## config.mk

```make
export PLATFORM = sky130hd
export DESIGN_NAME = rmsp_cfg
export DESIGN_NICKNAME = d
export VERILOG_FILES = /design/src/rtl/rmsp_pkg.sv /design/src/rtl/rmsp_cfg.sv
export SDC_FILE = /design/constraint.sdc
export NUM_CORES = 1
export LEC_CHECK = 0
export BUFFER_PORTS_ARGS = -buffer_cell sky130_fd_sc_hd__clkbuf_2
export CORE_MARGIN = 2
export CORE_UTILIZATION = 30
export DETAILED_ROUTE_END_ITERATION = 12
export HOLD_SLACK_MARGIN = 0.12
export PLACE_DENSITY_LB_ADDON = 0.05
export SLEW_MARGIN = 25
export SYNTH_ARGS = -nofsm -noshare
export SYNTH_HDL_FRONTEND = slang
export SYNTH_SLANG_ARGS = --single-unit
```

## constraint.sdc

```tcl
create_clock -name clk_i -period 1.1 [get_ports clk_i]
set_clock_uncertainty 0.05 [all_clocks]
set_input_delay 0.055 -clock clk_i [delete_from_list [all_inputs] [get_ports clk_i]]
set_output_delay 0.055 -clock clk_i [all_outputs]
set_load 0.05 [all_outputs]
```

## src/rtl/rmsp_pkg.sv

```systemverilog
`default_nettype none
// ----------------------------------------------------------------------------
// rmsp_pkg
// Shared types, constants and the seed table for the RMSProp update unit.
// ----------------------------------------------------------------------------
package rmsp_pkg;

  typedef struct packed {
    logic               req_type;
    logic [11:0]        elem_index;
    logic signed [15:0] gradient;
  } rmsp_req_t;

  typedef struct packed {
    logic [11:0]        out_index;
    logic signed [15:0] increment;
    logic               saturated;
  } rmsp_rsp_t;

  typedef struct packed {
    logic [15:0] learning_rate;
    logic [15:0] decay;
    logic [31:0] init_accum;
    logic [31:0] epsilon;
  } rmsp_cfg_t;

  // item handed from the accumulator front to the scaling back end
  typedef struct packed {
    logic        init;
    logic [11:0] idx;
    logic        neg;
    logic [15:0] mag;
    logic [31:0] na;
  } rmsp_acc_t;

  localparam int QDepth = 8;
  localparam int QAw    = $clog2(QDepth);
  localparam int QCw    = $clog2(QDepth + 1);

  typedef struct packed {
    logic           empty;
    logic [QCw-1:0] count;
  } rmsp_qstat_t;

  typedef enum logic [1:0] {
    REG_LR    = 2'd0,
    REG_DECAY = 2'd1,
    REG_INIT  = 2'd2,
    REG_EPS   = 2'd3
  } rmsp_reg_e;

  localparam logic [15:0] LrReset    = 16'd66;
  localparam logic [15:0] DecayReset = 16'd58982;
  localparam logic [31:0] InitReset  = 32'd1677722;
  localparam logic [31:0] EpsReset   = 32'd1;

  localparam logic [31:0] ThreeQ30 = 32'hC000_0000;

  // 1/sqrt seed in Q0.16 for mantissa segments of [1,4)
  function automatic logic [15:0] rsqrt_seed(input logic [3:0] idx);
    logic [15:0] s;
    case (idx)
      4'd0:    s = 16'd61788;
      4'd1:    s = 16'd55889;
      4'd2:    s = 16'd51411;
      4'd3:    s = 16'd47861;
      4'd4:    s = 16'd44957;
      4'd5:    s = 16'd42525;
      4'd6:    s = 16'd40450;
      4'd7:    s = 16'd38651;
      4'd8:    s = 16'd37073;
      4'd9:    s = 16'd35673;
      4'd10:   s = 16'd34421;
      default: s = 16'd33292;
    endcase
    return s;
  endfunction

endpackage
`default_nettype wire

```

## src/rtl/rmsp_cfg.sv

```systemverilog
`default_nettype none
// ----------------------------------------------------------------------------
// rmsp_cfg
// APB register bank: learning rate, decay, init value and epsilon.
// ----------------------------------------------------------------------------
module rmsp_cfg (
  input  wire logic                clk_i,
  input  wire logic                rst_ni,
  input  wire logic                psel,
  input  wire logic                penable,
  input  wire logic                pwrite,
  input  wire logic [3:0]          paddr,
  input  wire logic [31:0]         pwdata,
  output logic [31:0]              prdata,
  output logic                     pready,
  output rmsp_pkg::rmsp_cfg_t      cfg_o
);
  import rmsp_pkg::*;

  rmsp_cfg_t cfg_q;
  rmsp_reg_e sel;
  logic      wr_en;

  assign sel    = rmsp_reg_e'(paddr[3:2]);
  assign wr_en  = psel & penable & pwrite;
  assign pready = 1'b1;
  assign cfg_o  = cfg_q;

  always_ff @(posedge clk_i or negedge rst_ni) begin
    if (!rst_ni) begin
      cfg_q.learning_rate <= LrReset;
      cfg_q.decay         <= DecayReset;
      cfg_q.init_accum    <= InitReset;
      cfg_q.epsilon       <= EpsReset;
    end else if (wr_en) begin
      case (sel)
        REG_LR:    cfg_q.learning_rate <= pwdata[15:0];
        REG_DECAY: cfg_q.decay         <= pwdata[15:0];
        REG_INIT:  cfg_q.init_accum    <= pwdata;
        REG_EPS:   cfg_q.epsilon       <= pwdata;
        default: ;
      endcase
    end
  end

  always_comb begin
    case (sel)
      REG_LR:    prdata = {16'd0, cfg_q.learning_rate};
      REG_DECAY: prdata = {16'd0, cfg_q.decay};
      REG_INIT:  prdata = cfg_q.init_accum;
      REG_EPS:   prdata = cfg_q.epsilon;
      default:   prdata = '0;
    endcase
  end

endmodule
`default_nettype wire

```

[Word-level counts from Yosys, hierarchy flattened]
Cells that the tools add are included.
Operators by class
  div/mod/pow operators: 0
  mux-type cells: 1
  $mul: 0
  magnitude comparators: 0
  shift-type cells: 0
  reduce and logical (&&, ||, !) cells: 5
  $add $sub $neg: 0
  bitwise operators: 2
  equality and inequality tests: 3
Operators with widths (count)
  $pmux 32 s4: 1
  $reduce_and 2->1: 4
  $eq 2x2->1 const B: 2
  $and 1x1->1: 2
  $eq 2x1->1 const B: 1
  $logic_not 2->1: 1
Word-level totals
  output and inout port bits: 129
  flip-flop bits (word level): 96
  memory bits (writable): 0
  memories: 0
  memory bits (read-only): 0
  word-level logic and storage cells: 15
  latch bits: 0

[Depth between registers and ports, before layout]
  depth in word-level cells: 3
  mapped depth: 6
  mapped depth without buffers: 3

[Least setup slack after synthesis]
Ideal clock, no wire load.
  path kind: flip-flop to output port
  from: register cfg_q, in the netlist cfg_o[48]
  to: output port prdata[16]
  buffers on the path: 0
  data arrival time: 1508 ps
  stages on the path, launching flop included: 3
  slack: -513 ps
  cells stage by stage: dfstp_2 -> mux2i_1 -> nor2b_1
Between the ends
  word-level cells in the longest chain between the ends: 1
RTL lines
  from (decl): line rmsp_cfg.sv:20  | rmsp_cfg_t cfg_q;
  $pmux 32 s4: line rmsp_cfg.sv:47  | case (sel)
  to (decl): line rmsp_cfg.sv:14  | output logic [31:0] prdata,
Every way passes these cells.

[Final worst setup path]
  from: register cfg_q, in the netlist cfg_o[14]
  to: output port prdata[14]
The elaborated chain is that of the path after synthesis.

==> impl_metrics.env <==
export IMPL_largest_reg_flops=96
export IMPL_min_period_ns=1.56
export IMPL_multi_input_area_um2=2150
export IMPL_reg2reg_slack_ns=-0.06
export IMPL_syn_num_nets=308
export IMPL_cp_start_kind="flip-flop"
export IMPL_crit_path_end_kind="output pin"
export IMPL_grt_usage_pct=19.9
export IMPL_final_common_cell="buf_6"
export IMPL_area_growth_pct=133
export IMPL_grt_ovfl_total=0
export IMPL_clkLatencyLatePin_ns=0.34
export IMPL_grt_pass1_wl_um=22700
export IMPL_stdcell_count=779
export IMPL_required_ns=1.00
export IMPL_drive_gt1_share_pct=93.0
export IMPL_cp_slowest_cell="mux4_2"
export IMPL_ys_ff_latch=96
export IMPL_antenna_found_initial=0
export IMPL_dpl_cell_area_um2=6360
export IMPL_port_buffers=166
export IMPL_cap_violations=0
export IMPL_cp_arrival_ns=1.46
export IMPL_drt_first_iter_violations=116
export IMPL_fin_crit_sh_pct=142
export IMPL_holdWs_ns=0.112
export IMPL_fill_cells=869
export IMPL_synth_simple_area_share_pct=3.18
export IMPL_ys_seq_area_share_pct=56.2
export IMPL_total_power_w=0.0222
export IMPL_post_route_drc_count=0
export IMPL_start_util_pct=30.9
export IMPL_netlist_area_um2=4330
export IMPL_ant_nets=0
export IMPL_routedWlPerCell_um=19.6
export IMPL_vias=3615
export IMPL_cp_max_fo=2
export IMPL_max_freq_ghz=0.640
export IMPL_clock_sinks=96
export IMPL_slowest_delay_ns=0.52
export IMPL_drt_total_wl_um=15200
export IMPL_dp_hpwl_um=9060
export IMPL_p_seq_share_pct=24.2
export IMPL_synth_warnings=0
export IMPL_synthAdderAreaFrac_pct=0
export IMPL_violations="negative setup slack"
export IMPL_internal_power_w=0.0139
export IMPL_dr_pass1_iters=6
export IMPL_synth_compound_area_share_pct=0
export IMPL_io_pins=170
export IMPL_yosys_area_top_type="dfrtp_1"
export IMPL_power_frac_clock_pct=15.3
export IMPL_cts_root_buf="clkbuf_16"
export IMPL_grt_max_degree=25
export IMPL_ys_types=20
export IMPL_outcome="finished with violations"
export IMPL_fp_coreArea_um2=14000
export IMPL_p_sw_w=0.00826
export IMPL_critPathTopFamily="multiplexers"
export IMPL_layout_nets=635
export IMPL_antenna_cells=0
export IMPL_hold_violations=0
export IMPL_die_x_um=124
export IMPL_die_area_um2=15400
export IMPL_num_rows=43
export IMPL_path_buf_inv=1
export IMPL_dp_cells=684
export IMPL_irDropWorstVdd_v=0.00182
export IMPL_p_per_area_nw_per_um2=2200
export IMPL_clockBufferDepth=2
export IMPL_synth_top_area_share_pct=42.2
export IMPL_setup_viol=127
export IMPL_avgViaCountPerCell=4.64
export IMPL_cts_max_level=3
export IMPL_dieHeight_um=124
export IMPL_gp_congestion=0.746
export IMPL_final_cell_mix="buf_6, clkbuf_16, mux2_2"
export IMPL_postLayoutCellArea_um2=10100
export IMPL_synth_xor_area_share_pct=0
export IMPL_seq_area_um2=2520
export IMPL_cts_tree="yes"
export IMPL_switching_share_pct=37.3
export IMPL_hold_class="in -> async"
export IMPL_fin_ws_ns=-0.462
export IMPL_clkTransAtPathRegs_ns=0.07
export IMPL_rsz0062_at_grt="true"
export IMPL_cp_cell_sequence="mux4_2 -> buf_8"
export IMPL_p_leak_nw=4.50
export IMPL_numCtsBuffers=9
export IMPL_grt_pass1_vias=4014
export IMPL_avgSynthCellArea_um2=16.2
export IMPL_muxShareOfSynthArea_pct=37.9
export IMPL_syn_inst=267
export IMPL_synth_area_leaders="dfrtp_1, mux2_2, dfstp_2"
export IMPL_maxSlewViolCount=0
export IMPL_synth_top_family_by_area="multiplexers"
export IMPL_setup_tns_final_ns=-17.06
export IMPL_path_class="reg -> out"
export IMPL_p_comb_share_pct=60.5
==> logic make-up (layout without fill, tap and decap cells) <==
| kind of cell | after synthesis | in the layout |
|---|---|---|
| mux | 128 | 128 |
| flops | 96 | 96 |
| simple gates | 22 | 22 |
| buf+inv | 20 | 352 |
| other cells | 1 | 1 |
==> what timing repair did <==
action | CTS | global route
cloned | 0 | 1
hold buffers | 33 | 0
resized for setup | 437 | 100
hold endpoints to repair | 192 | 0
setup buffers | 26 | 40
endpoints found under the setup margin | 128 | 128
==> worst reg2reg max path, stage by stage (launching register included) <==
cell and delay [ns]:
dfrtp_2 0.41, buf_6 0.12, buf_6 0.11, buf_6 0.11, mux2_4 0.25
==> routing by layer <==
| layer | part of all wire, % | routed length (um) | up-vias | global-route usage (%) |
|---|---|---|---|---|
| li1 | - | - | 1630 | - |
| met1 | 40 | 6090 | 1855 | 24.1 |
| met2 | 53 | 8030 | 114 | 34.5 |
| met3 | 6.2 | 938 | 16 | 6.64 |
| met4 | 1.2 | 180 | 0 | 4.00 |
| met5 | 0 | 0 | - | 0 |
==> power groups by stage <==
stage / clock [W] / combinational (W) / sequential, W
2_1_floorplan: 0 / 0.00246 / 0.00819
3_3_place_gp: 0 / 0.00794 / 0.00514
3_5_place_dp: 0 / 0.00800 / 0.00515
4_1_cts: 0.00351 / 0.0126 / 0.00526
5_1_grt: 0.00365 / 0.0139 / 0.00546
6_report: 0.00339 / 0.0134 / 0.00537
==> final cells by class <==
cell class	count	area share [%]
clock buffers	12	2.45
clock inverters	4	0.696
inverters	1	0.0373
multi-input cells	151	21.3
flip-flops and latches	96	25.0
well taps	180	2.24
repair buffers	335	48.2
==> synthesized netlist by cell type (all sizes together) <==
cell type / number
nor3: 1
or3: 1
nor2b: 16
clkbuf: 4
mux4: 16
nand4: 1
conb: 1
mux2: 96
or2: 1
mux2i: 16
nor2: 1
dfstp: 23
nand3: 1
inv: 1
dfrtp: 73
buf: 15
==> final timing paths <==
| path | startpoint | end | cells after the start |
|---|---|---|---|
| setup / recovery | cfg_o[14] | prdata[14] | 2 |
| hold / removal | rst_ni | cfg_o[82] | 2 |
| setup reg to reg | cfg_o[2] | cfg_o[2] | 4 |
| hold reg to reg | cfg_o[25] | cfg_o[25] | 1 |
| max in group asynchronous | rst_ni | cfg_o[73] | 3 |
| min in group clk_i | paddr[3] | cfg_o[91] | 5 |
==> metrics by stage <==
stage	utilization (%)	setup WS, ns
3_3_place_gp	45.4	-0.297
5_1_grt	71.9	-0.501
2_1_floorplan	-	-0.194
3_5_place_dp	45.4	-0.317
6_report	71.9	-0.462
4_1_cts	68.9	-0.466
Note: power is estimated with default switching activity, not from simulation.
