==> config.mk <==
export PLATFORM = sky130hd
export DESIGN_NAME = rmsp_queue
export DESIGN_NICKNAME = d
export VERILOG_FILES = /design/src/rtl/rmsp_pkg.sv /design/src/rtl/rmsp_queue.sv
export SDC_FILE = /design/constraint.sdc
export NUM_CORES = 1
export LEC_CHECK = 0
export ABC_AREA = 0
export BUFFER_PORTS_ARGS = -buffer_cell sky130_fd_sc_hd__buf_4
export CORE_MARGIN = 2
export CORE_UTILIZATION = 54
export DETAILED_ROUTE_END_ITERATION = 6
export PLACE_DENSITY = 0.86
export SYNTH_ARGS = -nofsm -noshare
export SYNTH_HDL_FRONTEND = slang
export SYNTH_SLANG_ARGS = --single-unit
==> constraint.sdc <==
create_clock -name clk_i -period 5.2 [get_ports clk_i]
set_input_delay 0.26 -clock clk_i [delete_from_list [all_inputs] [get_ports clk_i]]
set_output_delay 0.26 -clock clk_i [all_outputs]
set_load 0.01 [all_outputs]
==> src/rtl/rmsp_pkg.sv <==
`default_nettype none
// ----------------------------------------------------------------------------
// rmsp_pkg
// Shared types, constants and the seed table for the RMSProp update unit.
// ----------------------------------------------------------------------------
package rmsp_pkg;

  typedef struct packed {
    logic               req_type;
    logic [11:0]        elem_index;
    logic signed [15:0] gradient;
  } rmsp_req_t;

  typedef struct packed {
    logic [11:0]        out_index;
    logic signed [15:0] increment;
    logic               saturated;
  } rmsp_rsp_t;

  typedef struct packed {
    logic [15:0] learning_rate;
    logic [15:0] decay;
    logic [31:0] init_accum;
    logic [31:0] epsilon;
  } rmsp_cfg_t;

  // item handed from the accumulator front to the scaling back end
  typedef struct packed {
    logic        init;
    logic [11:0] idx;
    logic        neg;
    logic [15:0] mag;
    logic [31:0] na;
  } rmsp_acc_t;

  localparam int QDepth = 8;
  localparam int QAw    = $clog2(QDepth);
  localparam int QCw    = $clog2(QDepth + 1);

  typedef struct packed {
    logic           empty;
    logic [QCw-1:0] count;
  } rmsp_qstat_t;

  typedef enum logic [1:0] {
    REG_LR    = 2'd0,
    REG_DECAY = 2'd1,
    REG_INIT  = 2'd2,
    REG_EPS   = 2'd3
  } rmsp_reg_e;

  localparam logic [15:0] LrReset    = 16'd66;
  localparam logic [15:0] DecayReset = 16'd58982;
  localparam logic [31:0] InitReset  = 32'd1677722;
  localparam logic [31:0] EpsReset   = 32'd1;

  localparam logic [31:0] ThreeQ30 = 32'hC000_0000;

  // 1/sqrt seed in Q0.16 for mantissa segments of [1,4)
  function automatic logic [15:0] rsqrt_seed(input logic [3:0] idx);
    logic [15:0] s;
    case (idx)
      4'd0:    s = 16'd61788;
      4'd1:    s = 16'd55889;
      4'd2:    s = 16'd51411;
      4'd3:    s = 16'd47861;
      4'd4:    s = 16'd44957;
      4'd5:    s = 16'd42525;
      4'd6:    s = 16'd40450;
      4'd7:    s = 16'd38651;
      4'd8:    s = 16'd37073;
      4'd9:    s = 16'd35673;
      4'd10:   s = 16'd34421;
      default: s = 16'd33292;
    endcase
    return s;
  endfunction

endpackage
`default_nettype wire

==> src/rtl/rmsp_queue.sv <==
`default_nettype none
// ----------------------------------------------------------------------------
// rmsp_queue
// Short FIFO between the accumulator front and the scaling back end.
// ----------------------------------------------------------------------------
module rmsp_queue (
  input  wire logic                 clk_i,
  input  wire logic                 rst_ni,
  input  wire logic                 push_i,
  input  wire rmsp_pkg::rmsp_acc_t  push_data_i,
  input  wire logic                 pop_i,
  output rmsp_pkg::rmsp_acc_t       pop_data_o,
  output rmsp_pkg::rmsp_qstat_t     qstat_o
);
  import rmsp_pkg::*;

  rmsp_acc_t      slot_q [QDepth];
  logic [QAw-1:0] wr_ptr_q, rd_ptr_q;
  logic [QCw-1:0] count_q;
  logic           do_pop;

  assign do_pop        = pop_i & (count_q != '0);
  assign pop_data_o    = slot_q[rd_ptr_q];
  assign qstat_o.empty = (count_q == '0);
  assign qstat_o.count = count_q;

  always_ff @(posedge clk_i or negedge rst_ni) begin
    if (!rst_ni) begin
      wr_ptr_q <= '0;
      rd_ptr_q <= '0;
      count_q  <= '0;
    end else begin
      if (push_i) wr_ptr_q <= wr_ptr_q + 1'b1;
      if (do_pop) rd_ptr_q <= rd_ptr_q + 1'b1;
      if (push_i && !do_pop)      count_q <= count_q + 1'b1;
      else if (!push_i && do_pop) count_q <= count_q - 1'b1;
    end
  end

  always_ff @(posedge clk_i) begin
    if (push_i) begin
      slot_q[wr_ptr_q] <= push_data_i;
    end
  end

endmodule
`default_nettype wire

* After elaboration in Yosys (flattened, before gate mapping) *
Memories as Yosys holds them, arrays and structs flattened.
Index checks and enable logic that the tools add are counted.
W data, S select, Z words.

word-level totals
  flip-flop bits (word level) = 10
  bits in writable memories = 496
  input bits = 66
  memories kept = 1

operators by class
  add/subtract/negate cells = 4
  mux-type cells = 4
  bitwise gates (word level) = 1
  reductions and logical operators = 7

memory list
  name    depth  bits a word  rd ports  clocked after Yosys merged registers in  write ports  line              source
  slot_q  8      62           1         0                                        1            rmsp_queue.sv:17  rmsp_acc_t slot_q [QDepth];

operator list
  cell                   count
  $mux W4                2
  $add A3 B1 Y3 const B  2
  $add A4 B1 Y4 const B  1
  $logic_not A4 Y1       1
  $reduce_bool A4 Y1     1
  $sub A4 B1 Y4 const B  1
  $logic_and A1 B1 Y1    2
  $logic_not A1 Y1       2
  $mux W1                2
  $reduce_bool A2 Y1     1
  $and A1 B1 Y1          1

* Depth between registers and ports, before layout *
  depth after elaboration = 5
  mapped depth = 7
  depth with buffers taken out = 7

* Least setup slack after synthesis *
OpenSTA, ideal clock, no wires.

  path kind = reg-to-reg
  start = register wr_ptr_q[1]
  end = memory slot_q[0][0] (netlist bit) (enable)
  data arrival time = 4790 ps
  setup slack = -148 ps
  cell stages (with the launch flop) = 3
  buffers on the path = 0
  path through = dfrtp_1 nand2b_1 nor3_1

RTL lines
  what                      line              source
  start: declaration        rmsp_queue.sv:18  logic [QAw-1:0] wr_ptr_q, rd_ptr_q;
  start signal: assignment  rmsp_queue.sv:33  if (push_i) wr_ptr_q <= wr_ptr_q + 1'b1;
  end: declaration          rmsp_queue.sv:17

No word-level cell before the write port.

==> results.txt <==
The flow ran to the end, and the final reports show no timing, DRC or antenna violations. Cells with a size suffix above 1 make up 39.8% of the layout. The die covers 37500 um^2. TritonCTS built the clock tree. The final-report max-slew violation count is 0. For the fraction of met2 tracks used by global routing, the log shows 34.1%. For the total of warnings raised by yosys, the log shows 0. Yosys attributes the largest share of cell area to sky130_fd_sc_hd__edfxtp_1 (77%), sky130_fd_sc_hd__mux4_2 (14%), sky130_fd_sc_hd__mux2_4 (3.9%). The logs give 0.0496 ns for the tightest hold margin and 77.9% for the sequential element share of the synthesized area. After clock tree synthesis, the clock-pin slew on the worst setup and hold paths is 0.06 ns.

The setup path with the least slack is of type reg -> out. Measured against its own limit, the worst slew margin works out to 30.3%. The clock insertion delay at the later pin of the skew report was 0.56 ns. Counting instances in the post-synthesis netlist gives the leading cell types as sky130_fd_sc_hd__edfxtp_1 (496), sky130_fd_sc_hd__mux4_2 (124), sky130_fd_sc_hd__mux2_4 (50). In this run switching power makes up 28.1% of total power. For the pin with the worst max-slew slack, the measured transition is 1.05 ns.

After layout, the worst path uses 63.6% of the clock period. Across the run, the number of max-cap violations was 0. In this run the standard cell core region covers 35500 um^2. The number of hold violations in the final report was 0.

Measured along the x axis, the die boundary spans 194 um. The cell sitting at the root of the clock tree is a sky130_fd_sc_hd__clkbuf_16. Setup violations remaining at the end of the flow were counted as 0.

The combinational cell fraction of total power is 31.4%. The detailed router finished its first iteration with 687 violations. The arrival time of data at the critical path endpoint is 3.05 ns.

Setup repair after global routing left no endpoint under its margin. Counting every sink on the clock net gives 506. The final layout net count was 1079; the total congestion overflow was 0. The cell type with the highest aggregate area in the netlist is sky130_fd_sc_hd__edfxtp_1.

After detailed routing, the number of remaining DRC violations is 0. Sequential cells account for 43.2% of the total power. After floorplanning, the core was divided into 69 placement rows. Counting along the longest clock path gives a buffer depth of 3. Cell internal power was estimated by the tool at 9.29 mW.

The final critical-path required period was 3.31 ns; the net load switching power was 3.64 mW. The count of fill cells added during filler insertion is 2230. Setup total negative slack on the finished layout was measured at 0 ns. The via count of the first global-routing pass was 9638. The logs give 50 for the number of buffers created by CTS and 19400 um^2 for the cell area after synthesis. The number of antenna violations at the first check in global routing was 2; the average cell area after synthesis was 25.0 um^2. The final weighted congestion in routability-driven placement was 0.720; the remaining antenna violation count was 0. The layer flagged by global routing as most heavily used is met2. Summed over its instances, the top area cell type makes up 76.6% of the synthesized netlist area. The met3 capacity usage during global routing was 3.67%.

In this run, synthesis produced a sequential element count of 506. The net count of the mapped netlist came out at 849. The count of buffers added on input and output ports is 132. STA classifies the critical path startpoint as a flip-flop. Most common cell in the netlist: sky130_fd_sc_hd__edfxtp_1. The path class of the tightest hold or removal check is in -> reg. For this block, the routed nets add up to 37400 um of wire. The critical path data required time is 4.94 ns, and the number of gates given a new drive strength after cts is 0. The number of cells produced by synthesis was 777. On the final layout, the worst clock skew is 0.0254 ns. In this run the power density over the cells is 559 nW/um^2. The analysis attributes to cell leakage a power of 7.76 nW.

The height of the die was 194 um; the area added between synthesis and finish was 19.0%. Wire length of the first global-routing pass: 57200 um. The pre-antenna-repair detailed-routing pass consisted of 5 iterations. The maximum level of the CTS H-tree is 2.

Critical path capture point type: an output pin. Dividing the detail-routed wire length by the instance count gives 24.8 um. The fraction of registers with async set/reset is 1.98%, and the HPWL reported at the end of detailed placement is 19300 um.

The netlist uses 31 different library cells. In the synthesized netlist the dominant register cell turns out to be sky130_fd_sc_hd__edfxtp_1. The number of top-level design ports was 133. VDD sags by at most 383 uV.

Once the floorplan was initialized, standard cells occupied 54.8% of the core. The met1 track demand over resource in global routing was 27.4%; the number of flops mapped to enable cells by yosys was 496. The maximum fanout along the worst path was 48. Entering global routing, the biggest net connects 66 pins. The vias per cell came out at 5.85. The logs give 20.2% for the total routing usage reported by global routing and 8805 for the overall via count from detail_route. The peak clock frequency supported by timing was 302 MHz; the clock share of power was 25.4%.
stage by stage:
step                      utilization (%)  instances  total power [mW]  worst slack (ns)  cell area, um^2
after floorplan                         -        777              8.32              1.50            19500
after detailed placement             59.2       1352              9.73              2.41            21000
after global placement               59.2       1352              9.63              2.42            21000
after global routing                 65.2       1506              13.5              1.70            23100
final                                65.2       1506              12.9              1.89            23100
after CTS                            65.2       1505              13.1              1.81            23100
cell usage in the layout, fill, tap and decap left out, types with 2 or more instances in the layout:
cell | synthesis | final
sky130_fd_sc_hd__mux4_2 | 124 | 124
sky130_fd_sc_hd__nand3_1 | 2 | 2
sky130_fd_sc_hd__mux2_4 | 50 | 50
sky130_fd_sc_hd__clkbuf_16 | 0 | 51
sky130_fd_sc_hd__xnor2_1 | 4 | 4
sky130_fd_sc_hd__dfrtp_4 | 0 | 3
sky130_fd_sc_hd__clkinv_1 | 0 | 12
sky130_fd_sc_hd__edfxtp_1 | 496 | 496
sky130_fd_sc_hd__nand2_1 | 5 | 5
sky130_fd_sc_hd__ha_1 | 5 | 5
sky130_fd_sc_hd__bufinv_16 | 0 | 2
sky130_fd_sc_hd__a21oi_1 | 2 | 2
sky130_fd_sc_hd__buf_4 | 1 | 147
sky130_fd_sc_hd__mux2_2 | 15 | 15
sky130_fd_sc_hd__o211ai_1 | 2 | 2
sky130_fd_sc_hd__nor3_4 | 0 | 2
sky130_fd_sc_hd__inv_1 | 2 | 2
sky130_fd_sc_hd__dfrtp_1 | 10 | 7
sky130_fd_sc_hd__buf_12 | 6 | 3
sky130_fd_sc_hd__xor2_1 | 2 | 2
sky130_fd_sc_hd__clkinv_2 | 0 | 10
sky130_fd_sc_hd__dlygate4sd3_1 | 0 | 64
sky130_fd_sc_hd__clkbuf_1 | 10 | 12
sky130_fd_sc_hd__nor2_4 | 0 | 6
sky130_fd_sc_hd__nand2b_1 | 3 | 3
cell families (layout without fill, tap and decap cells):
group / count (synthesis) / in the layout / share of synthesized area, %
flops: 506 / 506 / 77.9
mux: 190 / 190 / 19.1
buf+inv: 38 / 305 / 1.38
simple gates: 24 / 24 / 0.599
compound gates: 7 / 7 / 0.296
fa+ha+maj: 6 / 6 / 0.425
xor+xnor: 6 / 6 / 0.270
other cells: 0 / 1 / 0
per-layer routing:
metal,up-vias,routed length (um)
met2,258,19100
met1,4697,15500
met3,61,1880
met5,-,7
met4,2,871
li1,3787,-
registers in the layout, summed over array words and instances, names as in the netlist:
name      flops
count_q       4
slot_q      496
wr_ptr_q      3
rd_ptr_q      3
power groups by stage:
stage | sequential [mW] | clock [mW] | combinational, mW
3_5_place_dp | 5.68 | 0 | 4.05
5_1_grt | 5.66 | 3.51 | 4.30
2_1_floorplan | 5.37 | 0 | 2.95
6_report | 5.59 | 3.29 | 4.06
4_1_cts | 5.61 | 3.35 | 4.12
3_3_place_gp | 5.63 | 0 | 3.99
final timing paths:
path | slack, ns | start | cells after the start | end
max | 1.89 | rd_ptr_q[0] | 4 | pop_data_o[44]
min | 0.05 | pop_i | 3 | rd_ptr_q[0]
max reg2reg | 2.47 | count_q[0] | 7 | count_q[3]
min reg2reg | 0.59 | wr_ptr_q[1] | 1 | wr_ptr_q[1]
max in group asynchronous | 4.97 | rst_ni | 2 | rd_ptr_q[1]
min in group asynchronous | 0.06 | rst_ni | 2 | count_q[1]
critical path: stages (launching register included):
cell	delay, ns
sky130_fd_sc_hd__dfrtp_4	0.97
sky130_fd_sc_hd__buf_12	0.41
sky130_fd_sc_hd__mux4_2	0.57
sky130_fd_sc_hd__mux2_4	0.29
sky130_fd_sc_hd__buf_4	0.14
cell type report:
class,instances,area [um^2],area share [%]
inverter,2,7.51,0.0324
timing repair buffer,214,1800,7.80
tap,461,577,2.49
clock buffer,63,1320,5.71
sequential,506,15200,65.5
multi-input combinational,233,4100,17.7
clock inverter,26,173,0.746
antenna,1,2.50,0.0108
timing repair:
action,in CTS,in global routing
endpoints found under the hold margin,509,0
hold buffers,64,0
buffers inserted,0,0
setup endpoints to repair,0,0
Power figures use the tool's default switching activity.
